**config.mk**
```make
export PLATFORM = sky130hd
export DESIGN_NAME = nvt_div
export DESIGN_NICKNAME = d
export VERILOG_FILES = /design/src/rtl/nvt_pkg.sv /design/src/rtl/nvt_div.sv
export SDC_FILE = /design/constraint.sdc
export NUM_CORES = 1
export LEC_CHECK = 0
export BUFFER_PORTS_ARGS = -buffer_cell sky130_fd_sc_hd__buf_2
export CAP_MARGIN = 20
export CORE_ASPECT_RATIO = 1.4
export CORE_MARGIN = 3
export CORE_UTILIZATION = 56
export DETAILED_ROUTE_END_ITERATION = 8
export PLACE_DENSITY = 0.85
export SLEW_MARGIN = 25
export SYNTH_ARGS = -nofsm -noshare
export SYNTH_HDL_FRONTEND = slang
export SYNTH_SLANG_ARGS = --single-unit
```
**constraint.sdc**
```tcl
create_clock -name clk -period 6.1 [get_ports clk]
set_input_delay 1.22 -clock clk [delete_from_list [all_inputs] [get_ports clk]]
set_output_delay 1.22 -clock clk [all_outputs]
set_load 0.03 [all_outputs]
```
**src/rtl/nvt_pkg.sv**
```systemverilog
`default_nettype none

package nvt_pkg;

    localparam int TABLE_DEPTH_DEFAULT = 256;

    localparam int MODE_W = 2;
    localparam int ROW_W  = 8;
    localparam int VOLT_W = 12;
    localparam int TEMP_W = 9;
    localparam int VIN_W  = 16;
    localparam int LEN_W  = 9;
    localparam int RES_W  = 19;

    localparam int VPOS_W = 15;
    localparam int X_W    = 22;
    localparam int DIV_W  = 22;
    localparam int MUL_AW = 21;
    localparam int MUL_BW = 11;
    localparam int MUL_PW = 32;
    localparam int MAG_W  = 19;

    localparam int IN_DATA_W  = 64;
    localparam int IN_USER_W  = 2;
    localparam int OUT_DATA_W = 24;
    localparam int OUT_USER_W = 1;

    localparam int VOLT_DEFAULT = 2457;
    localparam int MILLI        = 1000;
    localparam int LEN_MIN      = 2;
    localparam int LEN_RESET    = 2;

    localparam logic [MODE_W-1:0] MODE_LOAD    = 2'd0;
    localparam logic [MODE_W-1:0] MODE_PRECISE = 2'd1;
    localparam logic [MODE_W-1:0] MODE_COARSE  = 2'd2;

    typedef struct packed {
        logic signed [TEMP_W-1:0] temp;
        logic [VOLT_W-1:0]        coarse;
        logic [VOLT_W-1:0]        precise;
    } row_t;

    typedef enum logic [4:0] {
        S_IDLE,
        S_P_ISSUE,
        S_P_FIRST,
        S_P_LAST,
        S_P_SCAN,
        S_C_ISSUE,
        S_C_SCAN,
        S_T_MUL,
        S_MUL1,
        S_MUL2,
        S_SUM,
        S_DIV1_GO,
        S_DIV1,
        S_Q_MUL,
        S_R_MUL,
        S_DIV2_GO,
        S_DIV2,
        S_FIN,
        S_OUT
    } state_t;

endpackage

`default_nettype wire

```
**src/rtl/nvt_div.sv**
```systemverilog
`default_nettype none

module nvt_div (
    input  wire logic                        clk,
    input  wire logic                        rst_n,
    input  wire logic                        start,
    input  wire logic [nvt_pkg::DIV_W-1:0]   dividend,
    input  wire logic [nvt_pkg::VOLT_W-1:0]  divisor,
    output logic                             done,
    output logic      [nvt_pkg::DIV_W-1:0]   quotient,
    output logic      [nvt_pkg::VOLT_W-1:0]  remainder
);

    import nvt_pkg::*;

    localparam int CW = $clog2(DIV_W + 1);

    logic              busy_reg;
    logic              done_reg;
    logic [CW-1:0]     cnt_reg;
    logic [DIV_W-1:0]  quo_reg;
    logic [VOLT_W-1:0] rem_reg;

    logic [VOLT_W:0]   rem_shift;
    logic [VOLT_W:0]   rem_sub;
    logic              fits;

    assign rem_shift = {rem_reg, quo_reg[DIV_W-1]};
    assign fits      = rem_shift >= {1'b0, divisor};
    assign rem_sub   = rem_shift - {1'b0, divisor};

    always_ff @(posedge clk or negedge rst_n)
    begin
        if (!rst_n)
        begin
            busy_reg <= 1'b0;
            done_reg <= 1'b0;
            cnt_reg  <= '0;
        end
        else if (start)
        begin
            busy_reg <= 1'b1;
            done_reg <= 1'b0;
            cnt_reg  <= '0;
        end
        else if (busy_reg)
        begin
            if (cnt_reg == CW'(DIV_W - 1))
            begin
                busy_reg <= 1'b0;
                done_reg <= 1'b1;
            end
            cnt_reg <= cnt_reg + 1'b1;
        end
        else
        begin
            done_reg <= 1'b0;
        end
    end

    // restoring division, one quotient bit per cycle
    always_ff @(posedge clk)
    begin
        if (start)
        begin
            quo_reg <= dividend;
            rem_reg <= '0;
        end
        else if (busy_reg)
        begin
            quo_reg <= {quo_reg[DIV_W-2:0], fits};
            rem_reg <= fits ? rem_sub[VOLT_W-1:0] : rem_shift[VOLT_W-1:0];
        end
    end

    assign done      = done_reg;
    assign quotient  = quo_reg;
    assign remainder = rem_reg;

endmodule

`default_nettype wire

```
Word-level counts from Yosys, hierarchy flattened
Index checks and enable logic that the tools add are counted.

Register bits after elaboration: 41. Latch bits: 0. Memories: 0. Bits in read-only memories: 0. Bits of input ports: 37. Bits in writable memories: 0. Output and inout port bits: 35.

Add/subtract/negate cells: 2. Shift operators: 0. Div/mod/pow operators: 0. Equality and inequality tests: 2. Multiplexer cells: 11. Reduce and logical (&&, ||, !) cells: 1. Bitwise operators: 0. Multipliers: 0. $lt $le $gt $ge: 1.

Operator list (number): $mux 22 (2); $ge 13x12->1 (1); $mux 12 (1); $sub 12x12->12 (1); $mux 5 (2); $mux 1 (6); $add 5x1->5 const B (1); $eq 5x5->1 const B (1); $ne 3x2->1 const B (1); $reduce_bool 2->1 (1).

Longest topological paths before layout
Gate-level depths: netlist of run 1.

Depth in word-level cells: 4. Mapped depth: 9. Gate-level depth less buffers: 9.

Worst setup path before layout of run 1
Ideal clock, no wire load.

Path kind: input-to-reg. Start: in divisor[8] in the netlist's numbering. End: reg quo_reg[0] (netlist: quotient[0]) (data pin). Setup time: 0.260 ns. Slack: 3.195 ns. Arrival time: 2.645 ns. Buffers on the path: 1. Stages on the path: 8. Data required time: 5.840 ns. Path through: inv_1 -> ha_1 -> a21oi_1 -> o2111ai_1 -> a21oi_2 -> nor2_4 -> buf_8 -> mux2_2.

Word-level cells in the longest chain between the ends: 3.

Ends and longest elaborated chain: from (decl) (RTL line nvt_div.sv:8) `input wire logic [nvt_pkg::VOLT_W-1:0] divisor,`; $ge 13x12->1 (RTL line nvt_div.sv:29) `assign fits = rem_shift >= {1'b0, divisor};`; $mux 22 (RTL line nvt_div.sv:69) `else if (busy_reg)`; $mux 22 (RTL line nvt_div.sv:64) `if (start)`; to (signal assigned) (RTL line nvt_div.sv:66) `quo_reg <= dividend;`; to (signal assigned) (RTL line nvt_div.sv:71) `quo_reg <= {quo_reg[DIV_W-2:0], fits};`; to (decl) (RTL line nvt_div.sv:21) `logic [DIV_W-1:0] quo_reg;`.

No other way between the ends. The select of a mux whose other input is x is not followed. A chain may end at the register's enable or synchronous reset.

Worst setup path after layout of run 1
Start: in divisor[1] in the netlist's numbering. End: reg rem_reg[11] (netlist: remainder[11]).

Word-level cells in the longest chain between the ends: 2. Elaborated cells between the ends (all ways): 3. Classes of those cells: add/sub (1); order compare (1); mux (1).

Ends and longest elaborated chain: $sub 12x12->12 or $ge 13x12->1 (tied branches) (RTL line nvt_div.sv:30, nvt_div.sv:29); $mux 12 (*) (RTL line nvt_div.sv:72) `rem_reg <= fits ? rem_sub[VOLT_W-1:0] : rem_shift[VOLT_W-1:0];`; to (signal assigned) (RTL line nvt_div.sv:72); to (decl) (RTL line nvt_div.sv:22) `logic [VOLT_W-1:0] rem_reg;`.

Every way passes the cells marked *; elsewhere a longest branch is shown, timed or not.

==> results of run 1 <==
-- stage by stage --
| stage | power, mW | cell area, sq um | setup WS (ns) | instances |
|---|---|---|---|---|
| 2_1_floorplan | 0.420 | 2480 | 3.20 | 227 |
| 3_3_place_gp | 0.455 | 2840 | 2.94 | 351 |
| 3_5_place_dp | 0.459 | 2840 | 2.89 | 351 |
| 4_1_cts | 0.670 | 2950 | 3.19 | 359 |
| 5_1_grt | 0.695 | 2950 | 3.00 | 359 |
| 6_report | 0.669 | 2950 | 3.15 | 359 |
-- area by class of cell --
type                       instances  area (sq um)  share of cell area, %
clock buffer                       6          72.6                   2.46
tap                               60          75.1                   2.55
timing repair buffer              71           355                   12.1
inverter                          19          71.3                   2.42
multi-input combinational        160          1260                   42.9
clock inverter                     2          33.8                   1.15
sequential                        41          1080                   36.5
-- final timing paths --
path                               from            end  slack [ns]  cells past startpoint
setup / recovery             divisor[1]  remainder[11]        3.15                      9
hold / removal             remainder[4]   remainder[4]        0.52                      2
setup reg to reg           remainder[6]   remainder[0]        3.81                      7
hold reg to reg            remainder[4]   remainder[4]        0.52                      2
max in group asynchronous         rst_n     cnt_reg[3]        5.19                      1
min in group asynchronous         rst_n     cnt_reg[1]        0.75                      1
-- routing by layer --
metal,GRT usage [%],up-vias,share of wire (%)
met3,4.02,13,4.4
met4,8.45,0,2.7
met5,0,-,0
met1,22.6,955,39
met2,37.9,57,53
li1,-,971,-
-- placed cells by master, fill, tap and decap left out, drive strengths merged, types with 4 or more instances in the layout --
| cell type | n |
|---|---|
| mux2i | 8 |
| edfxtp | 22 |
| nor2 | 15 |
| a211oi | 8 |
| nor2b | 4 |
| dfxtp | 12 |
| clkbuf | 6 |
| ha | 14 |
| mux2 | 23 |
| dfrtp | 7 |
| a21oi | 14 |
| buf | 71 |
| nor3b | 4 |
| nand2 | 15 |
| xor2 | 8 |
| o21ai | 8 |
| inv | 19 |
-- synth_stat cells, types with 2 or more instances --
cell type	number
a211oi_1	5
a211oi_2	3
a21o_1	2
a21oi_1	12
a21oi_2	2
a311oi_1	2
clkbuf_1	2
clkbuf_8	3
dfrtp_1	7
dfxtp_1	12
edfxtp_1	22
ha_1	14
inv_1	19
mux2_2	22
mux2i_1	8
nand2_1	15
nand2b_1	2
nand4_1	3
nor2_1	14
nor2b_1	4
nor3_1	2
nor3b_1	4
o21a_1	3
o21ai_0	8
o22ai_1	2
o31ai_1	2
or2_2	2
xnor2_1	3
xor2_1	8
-- where the power goes --
part           leakage, nW  internal, mW  switching (mW)
combinational        0.868        0.0528          0.0786
sequential           0.422         0.311          0.0112
clock               0.0528         0.121          0.0936
total                 1.34         0.485           0.183
-- cells by family after synthesis --
family                     after synthesis
and+or+nand+nor                         52
xor gates and xnor gates                11
DFF                                     41
AOI/OAI and AO/OA                       51
muxes                                   31
buffers and inverters                   26
adders and majority gates               15
-- critical path, stage by stage --
cell	delay (ns)
buf_2	0.12
inv_1	0.05
ha_1	0.30
nor2b_1	0.14
o31ai_1	0.52
a211oi_1	0.21
nor3_1	0.24
o22ai_1	0.12
a311oi_1	0.24
==> results.tsv, run 1 <==
metric	value	unit
status	finished, final reports clean	
final wirelength	5430	um
max-cap viol count	0	
Startpoint Class	primary input	
antenna viol nets, final	0	
post-synth cell types	49	
syn avg cell area	10.9	sq um
critical path capture point type	flip-flop	
mux cell area share after synthesis	13.8	%
top-area cell type share of the netlist area	26.7	%
cell area after synthesis	2480	sq um
hold slack	0.521	ns
Die Area	5270	sq um
Post-synth EDFFs	22	
CP Data Arrival Time	3.16	ns
fin nets	350	
final hold vios	0	
Largest register FFs	22	
critical path peak fanout	4	
cell row count	28	
Hold WC Path Type	reg2reg	
Synth Area in Simple Gates	10.7	%
Clock Latency Late Sink	0.29	ns
Initial Util	58.5	%
Area contributors post-synth	edfxtp_1 27%, mux2_2 10%, dfxtp_1 9.7%, dfrtp_1 7.1%, ha_1 7.1%	
vias after detailed routing	1996	
residual DRC count	0	
Top FF cell, synth	edfxtp_1	
cts hold-fix bufs	0	
GRT Total Usage	20.4	%
Synth Area in Compound Gates	14.7	%
CTS clk-pin slew, worst paths	0.08	ns
post-layout util	69.5	%
IO Pins	72	
TritonCTS clock tree	yes	
sequential share of the synthesized area	43.4	%
pwr/cell area	227	nW/um^2
Sink Count	41	
fmax	0.338	GHz
DRT Pass-1 Iters	4	
# fillers	315	
RSZ-0062 raised after global routing	no	
LEAKAGE	1.34	nW
vias in the first global route	1951	
iteration-0 DRC count of the detailed router	42	
Remaining Overflow, GRT	0	
Post-Syn Instances	227	
max-slew violation count	0	
first-pass GRT wire length	8710	um
pin count of the biggest net entering global routing	41	
#FFs+latches synth	41	
final setup violating endpoints	0	
slew margin rel.	44.5	%
core area	4240	sq um
# port buffers	71	
# diodes	0	
WL/cell	15.1	um
WS Path Type	in2reg	
Synth async-reset ratio	17.1	%
area leader, netlist	edfxtp_1	
Post-CTS Setup Inserts	0	
TritonCTS Buffers	5	
clk buf depth	2	
Worst Tran Pin Value	0.831	ns
Final period util	48.4	%
setup TNS	0	ns
vias per inst	5.56	
largest family of logic cells by synthesized area	compound AO/OA/AOI/OAI gates	
die width	62.2	um
Worst Path Required	6.31	ns
Synth Area in XOR/XNOR	3.89	%
layout cell share with drive strength beyond 1	37.1	%
post-detail-place hpwl	4000	um
Syn Nets	279	
Synthesis Warnings	0	
Final GP Congestion	0.905	
post_cts resized	0	
Final Skew	0.00547	ns
Post-Synth Adder-Cell Area	7.87	%
Tmin final	2.95	ns
Syn-to-layout area delta	18.9	%
CTS H-Tree Depth	2	
Die Span Y	84.7	um
initial antenna violation count	0	
root buf cell	clkbuf_8	
Worst VDD drop	0.000169	V
Note: power is estimated with default switching activity, not from simulation.
==> inputs of run 2 (changes only) <==
--- a/config.mk
+++ b/config.mk
@@ -5,13 +5,14 @@
 export SDC_FILE = /design/constraint.sdc
 export NUM_CORES = 1
 export LEC_CHECK = 0
+export ABC_AREA = 1
 export BUFFER_PORTS_ARGS = -buffer_cell sky130_fd_sc_hd__buf_2
 export CAP_MARGIN = 20
 export CORE_ASPECT_RATIO = 1.4
 export CORE_MARGIN = 3
-export CORE_UTILIZATION = 56
+export CORE_UTILIZATION = 48
 export DETAILED_ROUTE_END_ITERATION = 8
-export PLACE_DENSITY = 0.85
+export PLACE_DENSITY = 0.77
 export SLEW_MARGIN = 25
 export SYNTH_ARGS = -nofsm -noshare
 export SYNTH_HDL_FRONTEND = slang
==> constraint.sdc (replaced) <==
create_clock -name clk -period 2.7 [get_ports clk]
set_input_delay 0.54 -clock clk [delete_from_list [all_inputs] [get_ports clk]]
set_output_delay 0.54 -clock clk [all_outputs]
set_load 0.03 [all_outputs]
==> results.tsv, run 2 <==
metric	value	unit	change
iteration-0 DRC count of the detailed router	77		was 42
GRT Total Usage	19.8	%	was 20.4%
Area contributors post-synth	edfxtp_1 25%, nand2_1 21%, dfxtp_1 9.1%, inv_1 7.2%, dfrtp_1 6.6%		was edfxtp_1 27%, mux2_2 10%, dfxtp_1 9.7%, dfrtp_1 7.1%, ha_1 7.1%
Most common cell on crit path	nand2_1		
max-slew violation count	0		unchanged
Total Power	2.99	mW	was 0.669 mW
WL/cell	11.8	um	was 15.1 um
area leader, netlist	edfxtp_1		unchanged
delay-heaviest family, CP	simple AND/OR/NAND/NOR gates		was compound AO/OA/AOI/OAI gates
Post-Syn Instances	358		was 227
slew margin rel.	42.7	%	was 44.5%
Syn-to-layout area delta	20.7	%	was 18.9%
critical path peak fanout	18		was 4
Post-CTS Setup Inserts	0		unchanged
IO Pins	72		unchanged
die width	68.7	um	was 62.2 um
vias after detailed routing	2430		was 1996
pin count of the biggest net entering global routing	26		was 41
CTS H-Tree Depth	2		unchanged
max-cap viol count	0		unchanged
area of the multi-input gates	1320	sq um	was 1260 sq um
top cells by count, synth	150 x nand2_1, 51 x inv_1, 22 x edfxtp_1, 18 x nand3_1, 18 x nor2_1		was 22 x edfxtp_1, 22 x mux2_2, 19 x inv_1, 15 x nand2_1
antenna viol nets, final	0		unchanged
Tmin final	2.02	ns	
vias in the first global route	2227		was 1951
Worst Path Required	2.75	ns	was 6.31 ns
Final period util	74.7	%	
Clock Latency Late Sink	0.29	ns	about the same
cell row count	31		was 28
worst-path cell chain	ha_1 -> nand2_1 -> nand2_1 -> nand2_2 -> nand2_2 -> a21oi_4 -> nand3_4 -> nand2_1 -> nand2_1		was buf_2 -> inv_1 -> ha_1 -> nor2b_1 -> o31ai_1 -> a211oi_1 -> nor3_1 -> o22ai_1 -> a311oi_1
Worst Tran Pin Value	0.856	ns	was 0.831 ns
CP Data Arrival Time	2.06	ns	was 3.16 ns
post-detail-place hpwl	4770	um	was 4000 um
cell area after synthesis	2640	sq um	was 2480 sq um
#FFs+latches synth	41		unchanged
final wirelength	5890	um	was 5430 um
fin nets	483		was 350
Top FF cell, synth	edfxtp_1		unchanged
commonest non-fill, non-tap cell in the layout	nand2_1		was buf_2
setup ws final	0.684	ns	was 3.15 ns
# diodes	0		unchanged
Die Area	6440	sq um	was 5270 sq um
Sink Count	41		unchanged
final hold vios	0		unchanged
# fillers	514		was 315
LEAKAGE	1.77	nW	was 1.34 nW
residual DRC count	0		unchanged
fmax	0.496	GHz	
Post-Layout Cell Count	498		was 359
Final Skew	0.00316	ns	was 0.00547 ns
Largest register FFs	22		unchanged
Initial Util	50.5	%	was 58.5%
register area	1080	sq um	unchanged
placed insts	490		was 351
commonest non-fill, non-tap cells in the layout	150 x nand2_1, 71 x buf_2, 51 x inv_1		was 71 x buf_2, 22 x mux2_2, 22 x edfxtp_1
TritonCTS clock tree	yes		unchanged
post_cts resized	0		unchanged
crit path buf inv count	0		was 2
cts hold-fix bufs	0		unchanged
Post-synth EDFFs	22		unchanged
Syn Nets	410		was 279
CTS clk-pin slew, worst paths	0.08	ns	about the same
RSZ-0062 raised after global routing	no		unchanged
first-pass GRT wire length	9720	um	was 8710 um
syn avg cell area	7.38	sq um	was 10.9 sq um
Crit path largest cell delay	0.41	ns	was 0.52 ns
post-synth cell types	32		was 49
setup TNS	0	ns	unchanged
WS Path Type	reg2reg		was in2reg
Hold WC Path Type	in2async		was reg2reg
final setup violating endpoints	0		unchanged
Startpoint Class	flip-flop		was primary input
Synth async-reset ratio	17.1	%	unchanged
root buf cell	clkbuf_8		unchanged
Die Span Y	93.8	um	was 84.7 um
Worst VDD drop	0.000448	V	was 0.000169 V
clk buf depth	2		unchanged
CP max-delay cell	dfxtp_1		was o31ai_1
initial antenna violation count	0		unchanged
TritonCTS Buffers	5		unchanged
vias per inst	4.88		was 5.56
Remaining Overflow, GRT	0		unchanged
top-area cell type share of the netlist area	25.0	%	was 26.7%
critical path capture point type	flip-flop		unchanged
Final GP Congestion	0.940		was 0.905
Synthesis Warnings	0		unchanged
status	finished, final reports clean		unchanged
layout cell share with drive strength beyond 1	24.1	%	was 37.1%
core area	5240	sq um	was 4240 sq um
DRT Pass-1 Iters	4		unchanged
sequential share of the synthesized area	40.7	%	was 43.4%
pwr/cell area	938	nW/um^2	was 227 nW/um^2
top-count cell post-synth	nand2_1		
pre-CTS setup slack	0.376	ns	was 2.89 ns
# port buffers	71		unchanged
## run 2: cell count changes after synthesis, moves of 7 or more
cell     before  now
inv_1        19   51
mux2_2       22    0
mux2i_1       8    0
nand2_1      15  150
nand3_1       1   18
nand4_1       3   12
xor2_1        8    1
## run 2: final timing paths
check / start / endpoint / slack [ns] / depth (start not counted)
max in group asynchronous: rst_n / cnt_reg[1] / 2.48 / 1
worst max-delay path: remainder[5] / quotient[0] / 0.68 / 9
worst min-delay path: rst_n / cnt_reg[4] / 0.07 / 1
worst max register to register: remainder[5] / quotient[0] / 0.68 / 9
min in group clk: cnt_reg[4] / cnt_reg[4] / 0.48 / 1
worst min register to register: cnt_reg[4] / cnt_reg[4] / 0.48 / 1
## run 2: cell type report
| type | count | share of cell area (%) |
|---|---|---|
| Sequential cell | 41 | 33.7 |
| Multi-Input combinational cell | 255 | 41.3 |
| Timing Repair Buffer | 74 | 11.8 |
| Inverter | 54 | 6.36 |
| Tap cell | 66 | 2.59 |
| Clock inverter | 3 | 2.04 |
| Clock buffer | 5 | 2.16 |
## run 2: power breakdown
| group | leakage, nW | switching [mW] | internal, mW |
|---|---|---|---|
| combinational | 1.27 | 0.989 | 0.514 |
| clock | 0.0681 | 0.208 | 0.367 |
| sequential | 0.432 | 0.129 | 0.785 |
| total | 1.77 | 1.33 | 1.67 |
## run 2: per-layer routing
| metal | vias to the layer above | wire length (um) | GRT usage [%] |
|---|---|---|---|
| li1 | 1277 | - | - |
| met1 | 1071 | 2510 | 24.5 |
| met2 | 76 | 2980 | 34.6 |
| met3 | 6 | 311 | 2.75 |
| met4 | 0 | 80 | 5.85 |
| met5 | - | 0 | 0 |
## run 2: worst register-to-register path: stages (launching register included)
cell and delay (ns):
dfxtp_1 0.41, ha_1 0.34, nand2_1 0.09, nand2_1 0.07, nand2_2 0.06, nand2_2 0.07, a21oi_4 0.26, nand3_4 0.28
nand2_1 0.13, nand2_1 0.06
## run 2: kinds of logic after synthesis
group / Yosys count / share of synthesized area, %
buf+inv: 62 / 9.47
simple gates: 216 / 36.2
fa+ha+maj: 15 / 7.39
xor+xnor: 5 / 1.66
compound gates: 19 / 4.59
flops: 41 / 40.7
## run 2: through the flow
stage | util [%] | cell area, sq um | hold WS (ns)
finish | 60.9 | 3190 | 0.0684
detailed placement | 58.4 | 3060 | 0.380
floorplan | - | 2640 | 0.244
CTS | 60.9 | 3190 | 0.0617
global placement | 58.4 | 3060 | 0.378
global route | 60.9 | 3190 | 0.0700
==> inputs of run 3 (changes only) <==
--- a/config.mk
+++ b/config.mk
@@ -10,9 +10,9 @@
 export CAP_MARGIN = 20
 export CORE_ASPECT_RATIO = 1.4
 export CORE_MARGIN = 3
-export CORE_UTILIZATION = 48
+export CORE_UTILIZATION = 53
 export DETAILED_ROUTE_END_ITERATION = 8
-export PLACE_DENSITY = 0.77
+export PLACE_DENSITY = 0.81
 export SLEW_MARGIN = 25
 export SYNTH_ARGS = -nofsm -noshare
 export SYNTH_HDL_FRONTEND = slang
==> constraint.sdc (replaced) <==
create_clock -name clk -period 2 [get_ports clk]
set_input_delay 0.4 -clock clk [delete_from_list [all_inputs] [get_ports clk]]
set_output_delay 0.4 -clock clk [all_outputs]
set_load 0.03 [all_outputs]
==> results.tsv, run 3 (synthesis results as in run 2) <==
metric	value	unit	change
TritonCTS clock tree	yes		unchanged
final hold vios	0		unchanged
Final period util	93.8	%	was 74.7%
RSZ-0062 raised after global routing	no		unchanged
post-detail-place hpwl	4920	um	was 4770 um
vias in the first global route	2533		was 2227
Crit path largest cell delay	0.38	ns	was 0.41 ns
metal3 WL	369	um	was 311 um
iteration-0 DRC count of the detailed router	195		was 77
setup slack, reg-to-reg	0.12	ns	was 0.68 ns
Remaining Overflow, GRT	0		unchanged
Die Area	5880	sq um	was 6440 sq um
Tmin final	1.88	ns	was 2.02 ns
layout cell share with drive strength beyond 1	27.0	%	was 24.1%
root buf cell	clkbuf_8		unchanged
CP max-delay cell	ha_1		was dfxtp_1
Hold WC Path Type	in2reg		was in2async
switching share of total power	45.2	%	was 44.3%
CTS clk-pin slew, worst paths	0.09	ns	was 0.08 ns
Die Span Y	89.6	um	was 93.8 um
Worst Hold End	quotient[13]		
Final GP Congestion	0.939		was 0.940
Sink Count	41		unchanged
antenna viol nets, final	0		unchanged
# port buffers	71		unchanged
CTS H-Tree Depth	2		unchanged
critical path capture point type	flip-flop		unchanged
Worst VDD drop	0.000591	V	was 0.000448 V
critical path peak fanout	8		was 18
fmax	0.533	GHz	was 0.496 GHz
residual DRC count	0		unchanged
core area	4680	sq um	was 5240 sq um
Final Skew	0.0112	ns	was 0.00316 ns
met2 routed WL	3140	um	was 2980 um
worst-path cell chain	ha_1 -> nand2_1 -> nor3_1 -> a21oi_4 -> nand3_4 -> buf_4 -> nor2_1 -> o21ai_0		was ha_1 -> nand2_1 -> nand2_1 -> nand2_2 -> nand2_2 -> a21oi_4 -> nand3_4 -> nand2_1 -> nand2_1
Worst R2R Path Depth	8		was 9
Syn-to-layout area delta	25.3	%	was 20.7%
Initial Util	56.5	%	was 50.5%
hold slack	0.359	ns	was 0.0684 ns
final wirelength	6370	um	was 5890 um
worst reg2reg endpoint	remainder[2]		was quotient[0]
fin nets	496		was 483
status	finished, final reports clean		unchanged
Clock Latency Late Sink	0.30	ns	was 0.29 ns
WL/cell	12.6	um	was 11.8 um
DRT met1 WL	2730	um	was 2510 um
DRT Pass-1 Iters	4		unchanged
Largest register FFs	22		unchanged
CP Data Arrival Time	2.10	ns	was 2.06 ns
vias after detailed routing	2557		was 2430
vias per inst	5.04		was 4.88
Startpoint Class	flip-flop		unchanged
LEAKAGE	1.83	nW	was 1.77 nW
Power Internal	2.31	mW	was 1.67 mW
uppermost routed layer	met4		unchanged
pwr/cell area	1270	nW/um^2	was 938 nW/um^2
cell row count	29		was 31
Clock Power Share	16.5	%	was 19.2%
first-pass GRT wire length	10700	um	was 9720 um
commonest non-fill, non-tap cell in the layout	nand2_1		unchanged
pin count of the biggest net entering global routing	26		unchanged
max-cap viol count	0		unchanged
placed insts	498		was 490
hold path depth	3		
clk buf depth	2		unchanged
Worst Tran Pin Value	0.926	ns	was 0.856 ns
Seq pwr share	28.8	%	was 30.5%
Comb power frac	54.7	%	was 50.2%
NetSw	1.90	mW	was 1.33 mW
IO Pins	72		unchanged
Worst Path Required	2.22	ns	was 2.75 ns
Post-CTS Setup Inserts	0		unchanged
# diodes	0		unchanged
max-slew violation count	0		unchanged
reg2reg start	remainder[8]		was remainder[5]
Hold Startpoint	dividend[13]		
die width	65.7	um	was 68.7 um
Post-Layout Cell Count	507		was 498
commonest non-fill, non-tap cells in the layout	150 x nand2_1, 71 x buf_2, 51 x inv_1		unchanged
TritonCTS Buffers	5		unchanged
GRT Total Usage	23.5	%	was 19.8%
initial antenna violation count	0		unchanged
final setup violating endpoints	0		unchanged
slew margin rel.	38.0	%	was 42.7%
WS Path Type	reg2reg		unchanged
## run 3: changes by cell type in the layout (fill, tap and decap cells not counted), sizes merged
| cell | delta |
|---|---|
| buf | +12 |
| bufinv | -1 |
| clkinvlp | +1 |
| dlygate4sd3 | +1 |
## run 3: layout make-up
type,instances,area [sq um]
tap,62,77.6
sequential,41,1080
inverter,54,203
timing repair buffer,87,503
multi-input combinational,255,1330
clock buffer,5,68.8
fill,396,1370
clock inverter,3,46.3
## run 3: power by group through the flow
stage | Combinational (mW) | Sequential, mW | Clock (mW)
2_1_floorplan | 1.34 | 1.51 | 0
3_3_place_gp | 2.21 | 1.22 | 0
3_5_place_dp | 2.26 | 1.22 | 0
4_1_cts | 2.28 | 1.21 | 0.697
5_1_grt | 2.56 | 1.24 | 0.745
6_report | 2.30 | 1.22 | 0.694
## run 3: metal layers
metal,track usage [%],vias up
met4,10.6,0
li1,-,1304
met1,27.3,1153
met2,41.6,86
met3,4.40,14
met5,0,-
## run 3: worst max path at each step
stage                 startpoint           end  cells after the start
finish              remainder[8]  remainder[2]                      8
global route        quotient[21]  remainder[6]                     12
CTS                 quotient[21]  remainder[6]                     11
detailed placement    divisor[6]  remainder[2]                     12
global placement      divisor[0]  remainder[6]                     11
floorplan           remainder[9]   quotient[0]                     10
## run 3: timing repair
action | CTS | global route
endpoints found under the setup margin | 0 | 1
hold endpoints to repair | 7 | 0
hold buffers | 1 | 0
gates resized for setup | 0 | 3
## run 3: critical path: cells and delay by family (launching register included)
kind	cells	cell delay (ns)
simple gates	4	0.63
fa+ha+maj	1	0.38
flops	1	0.35
buf+inv	1	0.17
compound gates	2	0.29
## run 3: through the flow
step / setup TNS, ns / instance area [sq um] / total power, mW / setup slack [ns] / utilization [%]
detailed placement: -0.101 / 3170 / 3.48 / -0.0283 / 67.7
floorplan: 0 / 2650 / 2.86 / 0.0243 / -
global placement: 0 / 3170 / 3.44 / 0.00334 / 67.7
global route: 0 / 3310 / 4.55 / 0.00776 / 70.7
finish: 0 / 3310 / 4.21 / 0.123 / 70.7
CTS: 0 / 3290 / 4.19 / 0.0919 / 70.4
